File: src/sv/tcse_pkg.sv
// Package with the shared types, constants and the helper function of the tANS encoder.
`default_nettype none

package tcse_pkg;

  // Input command codes.
  typedef enum logic [1:0] {
    CMD_RESTART = 2'd0,
    CMD_LOAD    = 2'd1,
    CMD_ENCODE  = 2'd2,
    CMD_CLOSE   = 2'd3
  } cmd_e;

  // Escape entry: delta of probability one and the fixed next-state offset.
  localparam logic [11:0] ESC_DELTA  = 12'd2048;
  localparam logic [7:0]  ESC_OFFSET = 8'd254;
  localparam logic [19:0] ESC_ENTRY  = {ESC_DELTA, ESC_OFFSET};

  // Bit counts used by the packer.
  localparam logic [4:0] RAW_BITS   = 5'd6;
  localparam logic [4:0] CLOSE_BITS = 5'd9;
  localparam logic [4:0] BYTE_BITS  = 5'd8;
  localparam logic [4:0] MAX_FILL   = 5'd21;
  localparam logic [3:0] MAX_NB     = 4'd8;

  // Depth of the queue between front and back.
  localparam int unsigned QUEUE_DEPTH = 4;
  localparam int unsigned QUEUE_PTR_W = 2;

  // One operation handed from the front to the back.
  typedef struct packed {
    logic        is_close;
    logic        raw;
    logic [5:0]  symbol;
    logic [11:0] delta;
    logic [7:0]  offset;
  } tcse_op_t;

  // Renormalization delta for a nonzero probability count.
  function automatic logic [11:0] delta_for(input logic [7:0] pmf);
    logic [3:0] n;
    n = 4'd8;
    for (int k = 0; k < 8; k++) begin
      if (pmf[k]) begin
        n = 4'(8 - k);
      end
    end
    return {n, 8'd0} + 12'd256 - (12'(pmf) << n);
  endfunction

endpackage

`default_nettype wire

File: src/sv/tcse_in_if.sv
// Input channel interface: command, symbol and cumulative count with valid and ready.
`default_nettype none

interface tcse_in_if;
  logic       valid;
  logic       ready;
  logic [1:0] command;
  logic [5:0] symbol;
  logic [7:0] cdf_value;

  modport source (output valid, output command, output symbol, output cdf_value,
                  input ready);
  modport sink (input valid, input command, input symbol, input cdf_value,
                output ready);
endinterface

`default_nettype wire

File: src/sv/tcse_out_if.sv
// Output channel interface: coded byte and last flag with valid and ready.
`default_nettype none

interface tcse_out_if;
  logic       valid;
  logic       ready;
  logic [7:0] out_byte;
  logic       last_byte;

  modport source (output valid, output out_byte, output last_byte, input ready);
  modport sink (input valid, input out_byte, input last_byte, output ready);
endinterface

`default_nettype wire

File: src/sv/tcse_front.sv
// Front end: command decode, transition table build and lookup, operation issue.
`default_nettype none

module tcse_front #(
  parameter int unsigned SYMBOLS = 32
) (
  input  logic              clk_i,
  input  logic              rst_ni,
  input  logic              in_valid_i,
  output logic              in_ready_o,
  input  logic [1:0]        command_i,
  input  logic [5:0]        symbol_i,
  input  logic [7:0]        cdf_value_i,
  output logic              op_valid_o,
  input  logic              op_ready_i,
  output tcse_pkg::tcse_op_t op_o
);
  import tcse_pkg::*;

  localparam int unsigned AW = (SYMBOLS > 1) ? $clog2(SYMBOLS) : 1;
  localparam logic [5:0] SYM_LIMIT = 6'(SYMBOLS);

  logic [19:0]        mem_q [SYMBOLS];
  logic [SYMBOLS-1:0] valid_q;
  logic [5:0]         load_pos_q;
  logic [7:0]         run_cdf_q;
  logic [19:0]        rdata_q;
  logic               s1_valid_q;
  logic               s1_close_q;
  logic               s1_hit_q;
  logic [5:0]         s1_sym_q;

  cmd_e        cmd;
  logic        acc;
  logic        load_we;
  logic        rd_en;
  logic        sym_in;
  logic [7:0]  pmf;
  logic [19:0] load_entry;
  logic [AW-1:0] load_idx;
  logic [AW-1:0] sym_idx;

  // Decode the accepted transaction.
  assign in_ready_o = !s1_valid_q || op_ready_i;
  assign acc        = in_valid_i && in_ready_o;
  assign cmd        = cmd_e'(command_i);
  assign load_idx   = load_pos_q[AW-1:0];
  assign sym_idx    = symbol_i[AW-1:0];
  assign sym_in     = symbol_i < SYM_LIMIT;
  assign load_we    = acc && (cmd == CMD_LOAD) && (load_pos_q < SYM_LIMIT);
  assign rd_en      = acc && (cmd == CMD_ENCODE) && sym_in;

  // Entry build from the difference of cumulative counts.
  assign pmf        = cdf_value_i - run_cdf_q;
  assign load_entry = {delta_for(pmf), run_cdf_q - pmf};

  // Table memory with registered read port.
  always_ff @(posedge clk_i) begin
    if (load_we) begin
      mem_q[load_idx] <= load_entry;
    end
    if (rd_en) begin
      rdata_q <= mem_q[sym_idx];
    end
  end

  // Entry valid bits and load pointer.
  always_ff @(posedge clk_i or negedge rst_ni) begin
    if (!rst_ni) begin
      valid_q    <= '0;
      load_pos_q <= '0;
      run_cdf_q  <= '0;
    end else if (acc && (cmd == CMD_RESTART)) begin
      valid_q    <= '0;
      load_pos_q <= '0;
      run_cdf_q  <= '0;
    end else if (load_we) begin
      valid_q[load_idx] <= (pmf != 8'd0);
      load_pos_q        <= load_pos_q + 6'd1;
      run_cdf_q         <= cdf_value_i;
    end
  end

  // Lookup stage that holds an encode or close until the queue takes it.
  always_ff @(posedge clk_i or negedge rst_ni) begin
    if (!rst_ni) begin
      s1_valid_q <= 1'b0;
      s1_close_q <= 1'b0;
      s1_hit_q   <= 1'b0;
      s1_sym_q   <= '0;
    end else if (in_ready_o) begin
      s1_valid_q <= acc && ((cmd == CMD_ENCODE) || (cmd == CMD_CLOSE));
      s1_close_q <= (cmd == CMD_CLOSE);
      s1_hit_q   <= sym_in && valid_q[sym_idx];
      s1_sym_q   <= symbol_i;
    end
  end

  // A missing entry falls back to the escape entry, with raw bits unless it is the escape index.
  always_comb begin
    op_valid_o     = s1_valid_q;
    op_o.is_close  = s1_close_q;
    op_o.raw       = !s1_hit_q && (s1_sym_q != SYM_LIMIT);
    op_o.symbol    = s1_sym_q;
    {op_o.delta, op_o.offset} = s1_hit_q ? rdata_q : ESC_ENTRY;
  end

  // A restart leaves the table empty.
  assert property (@(posedge clk_i) disable iff (!rst_ni)
    acc && (cmd == CMD_RESTART) |=> (valid_q == '0) && (load_pos_q == 6'd0))
    else $error("table not cleared by restart");

  // The load pointer never runs past the table.
  assert property (@(posedge clk_i) disable iff (!rst_ni)
    load_pos_q <= SYM_LIMIT)
    else $error("load pointer past table");

endmodule

`default_nettype wire

File: src/sv/tcse_fifo.sv
// Short operation queue between the front end and the coder back end.
`default_nettype none

module tcse_fifo (
  input  logic               clk_i,
  input  logic               rst_ni,
  input  logic               wr_valid_i,
  output logic               wr_ready_o,
  input  tcse_pkg::tcse_op_t wr_op_i,
  output logic               rd_valid_o,
  input  logic               rd_ready_i,
  output tcse_pkg::tcse_op_t rd_op_o
);
  import tcse_pkg::*;

  localparam logic [QUEUE_PTR_W:0] FULL_CNT = (QUEUE_PTR_W + 1)'(QUEUE_DEPTH);

  tcse_op_t               slot_q [QUEUE_DEPTH];
  logic [QUEUE_PTR_W-1:0] wr_ptr_q;
  logic [QUEUE_PTR_W-1:0] rd_ptr_q;
  logic [QUEUE_PTR_W:0]   cnt_q;
  logic                   push;
  logic                   pop;

  assign wr_ready_o = cnt_q != FULL_CNT;
  assign rd_valid_o = cnt_q != '0;
  assign rd_op_o    = slot_q[rd_ptr_q];
  assign push       = wr_valid_i && wr_ready_o;
  assign pop        = rd_valid_o && rd_ready_i;

  // Storage slots.
  always_ff @(posedge clk_i) begin
    if (push) begin
      slot_q[wr_ptr_q] <= wr_op_i;
    end
  end

  // Pointers and fill count.
  always_ff @(posedge clk_i or negedge rst_ni) begin
    if (!rst_ni) begin
      wr_ptr_q <= '0;
      rd_ptr_q <= '0;
      cnt_q    <= '0;
    end else begin
      if (push) begin
        wr_ptr_q <= wr_ptr_q + 1'b1;
      end
      if (pop) begin
        rd_ptr_q <= rd_ptr_q + 1'b1;
      end
      if (push && !pop) begin
        cnt_q <= cnt_q + 1'b1;
      end else if (pop && !push) begin
        cnt_q <= cnt_q - 1'b1;
      end
    end
  end

  // The fill count tracks a lone push.
  assert property (@(posedge clk_i) disable iff (!rst_ni)
    push && !pop |=> cnt_q == $past(cnt_q) + 1'b1)
    else $error("queue count missed a push");

  // The pointers stay apart by the fill count.
  assert property (@(posedge clk_i) disable iff (!rst_ni)
    (cnt_q == '0) || (cnt_q == FULL_CNT) ||
    (QUEUE_PTR_W'(wr_ptr_q - rd_ptr_q) == cnt_q[QUEUE_PTR_W-1:0]))
    else $error("queue pointers out of step");

endmodule

`default_nettype wire

File: src/sv/tcse_back.sv
// Back end: coder state update, bit packing and the output byte register.
`default_nettype none

module tcse_back (
  input  logic               clk_i,
  input  logic               rst_ni,
  input  logic               op_valid_i,
  output logic               op_ready_o,
  input  tcse_pkg::tcse_op_t op_i,
  output logic               out_valid_o,
  input  logic               out_ready_i,
  output logic [7:0]         out_byte_o,
  output logic               out_last_o
);
  import tcse_pkg::*;

  logic [7:0]  cs_q, cs_d;
  logic [23:0] buf_q, buf_d;
  logic [4:0]  cnt_q, cnt_d;
  logic        close_q, close_d;
  logic        close_left_q, close_left_d;
  logic        out_valid_q;
  logic [7:0]  out_byte_q;
  logic        out_last_q;

  logic        slot_free;
  logic        emit;
  logic        pop;
  logic [23:0] buf_e;
  logic [4:0]  cnt_e;
  logic [4:0]  cnt_r;
  logic [23:0] raw_bits;
  logic [12:0] sum;
  logic [3:0]  nb;
  logic [8:0]  mask;
  logic [8:0]  shifted;
  logic [7:0]  low;

  // Byte emission frees room before a new operation is taken.
  assign slot_free  = !out_valid_q || out_ready_i;
  assign emit       = slot_free && (close_q || (cnt_q >= BYTE_BITS));
  assign buf_e      = emit ? (buf_q >> 8) : buf_q;
  assign cnt_e      = (emit && !close_q) ? (cnt_q - BYTE_BITS) : cnt_q;
  assign pop        = op_valid_i && !close_q && (cnt_e < BYTE_BITS);
  assign op_ready_o = !close_q && (cnt_e < BYTE_BITS);

  // Raw symbol bits, renormalization bits and next state for an encode.
  always_comb begin
    raw_bits = op_i.raw ? (24'(op_i.symbol) << cnt_e) : 24'd0;
    cnt_r    = op_i.raw ? (cnt_e + RAW_BITS) : cnt_e;
    sum      = 13'(cs_q) + 13'(op_i.delta);
    nb       = (sum[12:8] > 5'(MAX_NB)) ? MAX_NB : sum[11:8];
    mask     = (9'd1 << nb) - 9'd1;
    low      = cs_q & mask[7:0];
    shifted  = {1'b1, cs_q} >> nb;
  end

  // Next state of the coder and packer.
  always_comb begin
    cs_d         = cs_q;
    buf_d        = buf_e;
    cnt_d        = cnt_e;
    close_d      = close_q;
    close_left_d = close_left_q;
    if (close_q && emit) begin
      close_left_d = 1'b1;
      if (close_left_q) begin
        close_d      = 1'b0;
        close_left_d = 1'b0;
        buf_d        = '0;
        cnt_d        = '0;
      end
    end else if (pop) begin
      if (op_i.is_close) begin
        buf_d        = buf_e | (24'({1'b1, cs_q}) << cnt_e);
        cnt_d        = cnt_e + CLOSE_BITS;
        cs_d         = '0;
        close_d      = 1'b1;
        close_left_d = 1'b0;
      end else begin
        buf_d = buf_e | raw_bits | (24'(low) << cnt_r);
        cnt_d = cnt_r + 5'(nb);
        cs_d  = shifted[7:0] + op_i.offset;
      end
    end
  end

  // Coder registers and output byte register.
  always_ff @(posedge clk_i or negedge rst_ni) begin
    if (!rst_ni) begin
      cs_q         <= '0;
      buf_q        <= '0;
      cnt_q        <= '0;
      close_q      <= 1'b0;
      close_left_q <= 1'b0;
      out_valid_q  <= 1'b0;
      out_byte_q   <= '0;
      out_last_q   <= 1'b0;
    end else begin
      cs_q         <= cs_d;
      buf_q        <= buf_d;
      cnt_q        <= cnt_d;
      close_q      <= close_d;
      close_left_q <= close_left_d;
      if (slot_free) begin
        out_valid_q <= emit;
        out_byte_q  <= buf_q[7:0];
        out_last_q  <= close_q && close_left_q;
      end
    end
  end

  assign out_valid_o = out_valid_q;
  assign out_byte_o  = out_byte_q;
  assign out_last_o  = out_last_q;

  // The packer never holds more bits than one operation can add to a partial byte.
  assert property (@(posedge clk_i) disable iff (!rst_ni)
    cnt_q <= MAX_FILL)
    else $error("bit buffer overfilled");

  // A close always leaves at least nine bits to flush.
  assert property (@(posedge clk_i) disable iff (!rst_ni)
    $rose(close_q) |-> cnt_q >= CLOSE_BITS)
    else $error("close started without its tail bits");

endmodule

`default_nettype wire

File: src/sv/tans_cdf_symbol_encoder.sv
// Top level of the table-driven ANS symbol encoder with an 8-bit coder state.
// Usage: the input channel carries one command per transaction. Restart (0) empties the
// transition table, load (1) builds the next table entry from a cumulative count, encode (2)
// codes one symbol, and close (3) flushes the final state and ends the stream.
// The output channel carries the coded bytes, LSB-first packed; last_byte marks the second
// byte of a close. Restart and load produce no output bytes.
// Throughput: one command per cycle enters while input ready is high; table commands finish
// on their accepting edge. The coder takes one encode or close from its queue per cycle
// while fewer than eight bits are pending and no close is flushing, and the output register
// moves one byte per cycle while the receiver is ready; a close is appended first and then
// flushed as two bytes. A byte passes the table lookup stage, the queue, the coder and the
// output register in that order; the lookup memory read is the first.
// Stalls: when the receiver holds ready low the byte stays in the output register, the coder
// and its four-entry queue fill, and then input ready drops.
// Reset: the table is empty (every symbol takes the escape path), the load pointer, running
// count, coder state and bit buffer are zero; no clearing pass is needed.
`default_nettype none

module tans_cdf_symbol_encoder #(
  parameter int unsigned SYMBOLS = 32
) (
  input  logic       clk_i,
  input  logic       rst_ni,
  tcse_in_if.sink    in_i,
  tcse_out_if.source out_o
);
  import tcse_pkg::*;

  logic     fr_valid;
  logic     fr_ready;
  tcse_op_t fr_op;
  logic     bk_valid;
  logic     bk_ready;
  tcse_op_t bk_op;

  // Command decode and table lookup.
  tcse_front #(
    .SYMBOLS(SYMBOLS)
  ) u_front (
    .clk_i       (clk_i),
    .rst_ni      (rst_ni),
    .in_valid_i  (in_i.valid),
    .in_ready_o  (in_i.ready),
    .command_i   (in_i.command),
    .symbol_i    (in_i.symbol),
    .cdf_value_i (in_i.cdf_value),
    .op_valid_o  (fr_valid),
    .op_ready_i  (fr_ready),
    .op_o        (fr_op)
  );

  // Queue between lookup and coder.
  tcse_fifo u_fifo (
    .clk_i      (clk_i),
    .rst_ni     (rst_ni),
    .wr_valid_i (fr_valid),
    .wr_ready_o (fr_ready),
    .wr_op_i    (fr_op),
    .rd_valid_o (bk_valid),
    .rd_ready_i (bk_ready),
    .rd_op_o    (bk_op)
  );

  // Coder and byte packer.
  tcse_back u_back (
    .clk_i       (clk_i),
    .rst_ni      (rst_ni),
    .op_valid_i  (bk_valid),
    .op_ready_o  (bk_ready),
    .op_i        (bk_op),
    .out_valid_o (out_o.valid),
    .out_ready_i (out_o.ready),
    .out_byte_o  (out_o.out_byte),
    .out_last_o  (out_o.last_byte)
  );

endmodule

`default_nettype wire

File: src/flat_wrapper.sv
// flat-port wrapper written by rule: the top's interface ports become plain ports
module tans_cdf_symbol_encoder_flat import tcse_pkg::*;
#(
  parameter int unsigned SYMBOLS = 32
)
  (clk_i, rst_ni, in_i_valid, in_i_command, in_i_symbol, in_i_cdf_value, in_i_ready, out_o_valid, out_o_out_byte, out_o_last_byte, out_o_ready);
  tcse_in_if in_i_i ();
  tcse_out_if out_o_i ();
  input  logic clk_i;
  input  logic rst_ni;
  input wire logic [$bits(in_i_i.valid)-1:0] in_i_valid;
  input wire logic [$bits(in_i_i.command)-1:0] in_i_command;
  input wire logic [$bits(in_i_i.symbol)-1:0] in_i_symbol;
  input wire logic [$bits(in_i_i.cdf_value)-1:0] in_i_cdf_value;
  output wire logic [$bits(in_i_i.ready)-1:0] in_i_ready;
  output wire logic [$bits(out_o_i.valid)-1:0] out_o_valid;
  output wire logic [$bits(out_o_i.out_byte)-1:0] out_o_out_byte;
  output wire logic [$bits(out_o_i.last_byte)-1:0] out_o_last_byte;
  input wire logic [$bits(out_o_i.ready)-1:0] out_o_ready;
  assign in_i_i.valid = in_i_valid;
  assign in_i_i.command = in_i_command;
  assign in_i_i.symbol = in_i_symbol;
  assign in_i_i.cdf_value = in_i_cdf_value;
  assign in_i_ready = in_i_i.ready;
  assign out_o_valid = out_o_i.valid;
  assign out_o_out_byte = out_o_i.out_byte;
  assign out_o_last_byte = out_o_i.last_byte;
  assign out_o_i.ready = out_o_ready;
  tans_cdf_symbol_encoder #(.SYMBOLS(SYMBOLS)) u_core (.clk_i(clk_i), .rst_ni(rst_ni), .in_i(in_i_i), .out_o(out_o_i));
endmodule
File: config.mk
export PLATFORM = sky130hd
export DESIGN_NAME = tans_cdf_symbol_encoder_flat
export DESIGN_NICKNAME = d
export VERILOG_FILES = /design/src/sv/tcse_pkg.sv /design/src/sv/tcse_in_if.sv /design/src/sv/tcse_out_if.sv /design/src/sv/tcse_front.sv /design/src/sv/tcse_fifo.sv /design/src/sv/tcse_back.sv /design/src/sv/tans_cdf_symbol_encoder.sv /design/src/flat_wrapper.sv
export SDC_FILE = /design/constraint.sdc
export NUM_CORES = 1
export LEC_CHECK = 0
export ABC_CLOCK_PERIOD_IN_PS = 6150
export BUFFER_PORTS_ARGS = -buffer_cell sky130_fd_sc_hd__buf_2
export CAP_MARGIN = 10
export CORE_MARGIN = 5
export CORE_UTILIZATION = 35
export CTS_BUF_LIST = sky130_fd_sc_hd__clkbuf_4
export CTS_CLUSTER_SIZE = 16
export DETAILED_ROUTE_END_ITERATION = 16
export PLACE_DENSITY = 0.47
export REMOVE_ABC_BUFFERS = 1
export SKIP_CTS_REPAIR_TIMING = 1
export SLEW_MARGIN = 20
export SYNTH_ARGS = -nofsm -noshare
export SYNTH_HDL_FRONTEND = slang
export SYNTH_HIERARCHICAL = 1
export SYNTH_SLANG_ARGS = --single-unit
File: constraint.sdc
create_clock -name clk_i -period 6.15 [get_ports clk_i]
set_input_delay 0.9225 -clock clk_i [delete_from_list [all_inputs] [get_ports clk_i]]
set_output_delay 0.9225 -clock clk_i [all_outputs]
set_load 0.02 [all_outputs]
==> results.cfg <==
[run_status]
status = finished, final reports clean

[placement]
place_ws_ns = 0.745
placed_cells = 3794
hpwlAfterDp_mm = 64.6
gp_congestion = 0.876
placed_area_um2 = 41400
io_buffers = 30

[power_and_ir_drop]
total_power_mw = 19.2
pwr_density_cell_nw_per_um2 = 431
vdd_drop_max_mv = 0.279
p_leak_nw = 15.1

[grt]
grt_usage_pct = 18.1
grt_pass1_wl_mm = 155
grt_pass1_vias = 23300
grt_max_degree = 63
antenna_found_initial = 8
grt-ovfl-total = 0

[job]
cap_violations = 0

[worst_setup_path]
r2r_slack_ns = 0.70
r2r-end = u_core/u_back/cs_q[7]
crit_chain = mux4_2 > ha_1 > a211oi_1 > o22ai_1 > a21oi_4 > xor2_1 > nor2_1 > inv_1 > nand2_1 > nand2_1 > o22ai_1 > ha_1 > a21o_1 > a21o_1 > a21o_1 > a21oi_1 > o21ai_0 > xor2_1 > o21ai_0 > a22o_1
max_stage_delay_ns = 0.68
cp-endpoint = u_core/u_back/cs_q[7]
critPathKind = flip-flop to flip-flop
required_ns = 7.13
crit_path_top_delay_cell = dfrtp_2
startpoint = u_core/u_fifo/rd_ptr_q[0]
worstRegToRegCells = 20
cp.arrival_ns = 6.43
crit_top_cell = a21o_1
worstPathMaxFanout = 15
start_kind = flip-flop
end_kind = flip-flop
r2r_start = u_core/u_fifo/rd_ptr_q[0]

[sta]
drv_slew = 0
rsz0062_at_grt = no
finalHoldViolCount = 0
setup_viol = 0
worst_slack_ns = 0.703
clock_skew_ns = 0.0946
tightest_slew_ns = 1.10
final.period_utilization_pct = 88.6
final.setup.tns_ns = 0
hold_ws_ns = 0.101
relSlewSlack_pct = 26.4
min_period_ns = 5.45
fmax_ghz = 0.184

[clock_network]
cts.clk_slew.worst_paths_ns = 0.06
h-tree-depth = 4
tritoncts = yes
clk_latency_ns = 1.14
clock_path_buffers = 3
numCtsBuffers = 231
cts_sinks = 883
cts_root_buf = clkbuf_4

[final_layout]
area_growth_pct = 14.8
post-route-util_pct = 40.3
stdcell_area_um2 = 44500
instances_no_fill = 4223
nets = 2621
drive_gt1_share_pct = 30.9

[die]
row_count = 122
ios = 31
die_h_um = 343
die_x_um = 343
start_util_pct = 35.1
core_region_area_um2 = 110000
dieArea_um2 = 117000

[synthesis]
ys_seq_elements = 883
synthesis.area_um2 = 38800
netlist_instances = 2303
synth_edf_count = 772
synth.distinct_cells = 99
synth_commonest_cells = edfxtp_1 (772), mux4_2 (238), nand2_1 (180), nor2_1 (141), dfrtp_1 (111)
synth_top_flop_cell = edfxtp_1
yosysTopAreaCell = edfxtp_1
async_flop_share_pct = 12.6
yosysSeqAreaShare_pct = 67.0
yosys_warnings = 6
yosysMostFrequentCell = edfxtp_1
synth_area_leaders = edfxtp_1 (60%), mux4_2 (14%), dfrtp_1 (7.2%), ha_1 (1.8%), nand2_1 (1.7%)
syn_area_per_cell_um2 = 16.8
synth_top_area_share_pct = 59.8

[detailed_routing]
drcViolationCount = 0
wire_per_inst_um = 25.0
drtIter0Drc = 1635
viasPerCell = 5.23
drt-total-wl_mm = 105
via_count = 22100
firstDrtPassIters = 5
ant_nets = 0

[min_path]
hold_class = primary input to flip-flop
-- sequential cells by signal, indices dropped and copies added, names as in the netlist, 5 cells and up --
register                   cells
u_core/u_front/run_cdf_q       8
u_core/u_front/load_pos_q      6
u_core/u_fifo/slot_q         112
u_core/u_front/valid_q        32
u_core/u_back/cs_q             8
u_core/u_back/buf_q           24
u_core/u_back/out_byte_o       8
u_core/u_back/cnt_q            5
u_core/u_front/rdata_q        20
u_core/u_front/s1_sym_q        6
u_core/u_front/mem_q         640
-- metal layers --
metal	vias up	track usage, %	part of all wire, %
met5	-	0	0
met4	0	6.93	3.0
met3	176	3.54	4.7
met2	642	31.1	51
met1	11400	22.7	41
li1	9847	-	-
-- area by class of cell --
cell class / instances / area (um^2)
diodes: 10 / 25.0
clock buffers: 351 / 2640
clock inverters: 66 / 423
fillers: 10100 / 65900
inverters: 42 / 163
multi-input cells: 1276 / 12500
flip-flops and latches: 883 / 26000
well taps: 1488 / 1860
repair buffers: 107 / 880
-- layout by cell type (no fill, tap or decap), types with 8 or more instances in the layout --
cell / count
a21o_1: 20
a21oi_1: 59
a311oi_1: 32
a31oi_1: 19
and2_1: 25
buf_2: 26
buf_4: 70
clkbuf_4: 351
clkinv_1: 42
clkinv_2: 9
conb_1: 35
dfrtp_1: 110
diode_2: 10
edfxtp_1: 772
ha_1: 53
inv_1: 40
mux2_2: 32
mux2i_1: 37
mux4_2: 238
nand2_1: 180
nand2b_1: 19
nand3_1: 38
nand4_1: 18
nor2_1: 112
nor2_4: 27
nor2b_1: 8
nor3_1: 16
o2111ai_1: 8
o211ai_1: 13
o21ai_0: 58
o22ai_1: 13
o31ai_1: 11
or3_1: 8
xnor2_1: 21
xnor2_2: 8
xor2_1: 15
-- worst max-delay path, delay by kind of cell (launching register included) --
family,cells,cell delay (ns)
AOI/OAI and AO/OA,11,2.21
xor gates and xnor gates,2,0.44
adders and majority gates,2,0.66
buffers and inverters,1,0.21
DFF,1,0.68
muxes,1,0.57
and+or+nand+nor,3,0.55
-- worst min-delay path by stage --
stage	from	endpoint	slack [ns]	depth (start not counted)
after CTS	rst_ni	u_core/u_back/out_byte_o[7]	-0.23	1
final	in_i_cdf_value[4]	u_core/u_front/run_cdf_q[4]	0.10	3
after global routing	in_i_cdf_value[7]	u_core/u_front/run_cdf_q[7]	-0.02	3
after floorplan	u_core/u_back/buf_q[4]	u_core/u_back/out_byte_o[4]	0.44	2
after global placement	u_core/u_back/out_byte_o[0]	u_core/u_back/out_byte_o[0]	0.45	2
after detailed placement	u_core/u_back/out_byte_o[7]	u_core/u_back/out_byte_o[7]	0.45	2
-- kinds of logic after synthesis --
logic type	share of synthesized area, %
other cells	0.0194
xor+xnor	1.15
simple gates	6.08
buf+inv	1.99
compound gates	5.86
fa+ha+maj	2.09
mux	15.8
flops	67.0
-- where the power goes --
| group | total [mW] | leakage, nW | internal [mW] | switching (mW) |
|---|---|---|---|---|
| combinational | 5.96 | 4.91 | 1.90 | 4.05 |
| clock | 5.15 | 1.80 | 2.71 | 2.44 |
| sequential | 8.08 | 8.35 | 7.80 | 0.280 |
| total | 19.2 | 15.1 | 12.4 | 6.78 |
Note: power is estimated with default switching activity, not from simulation.
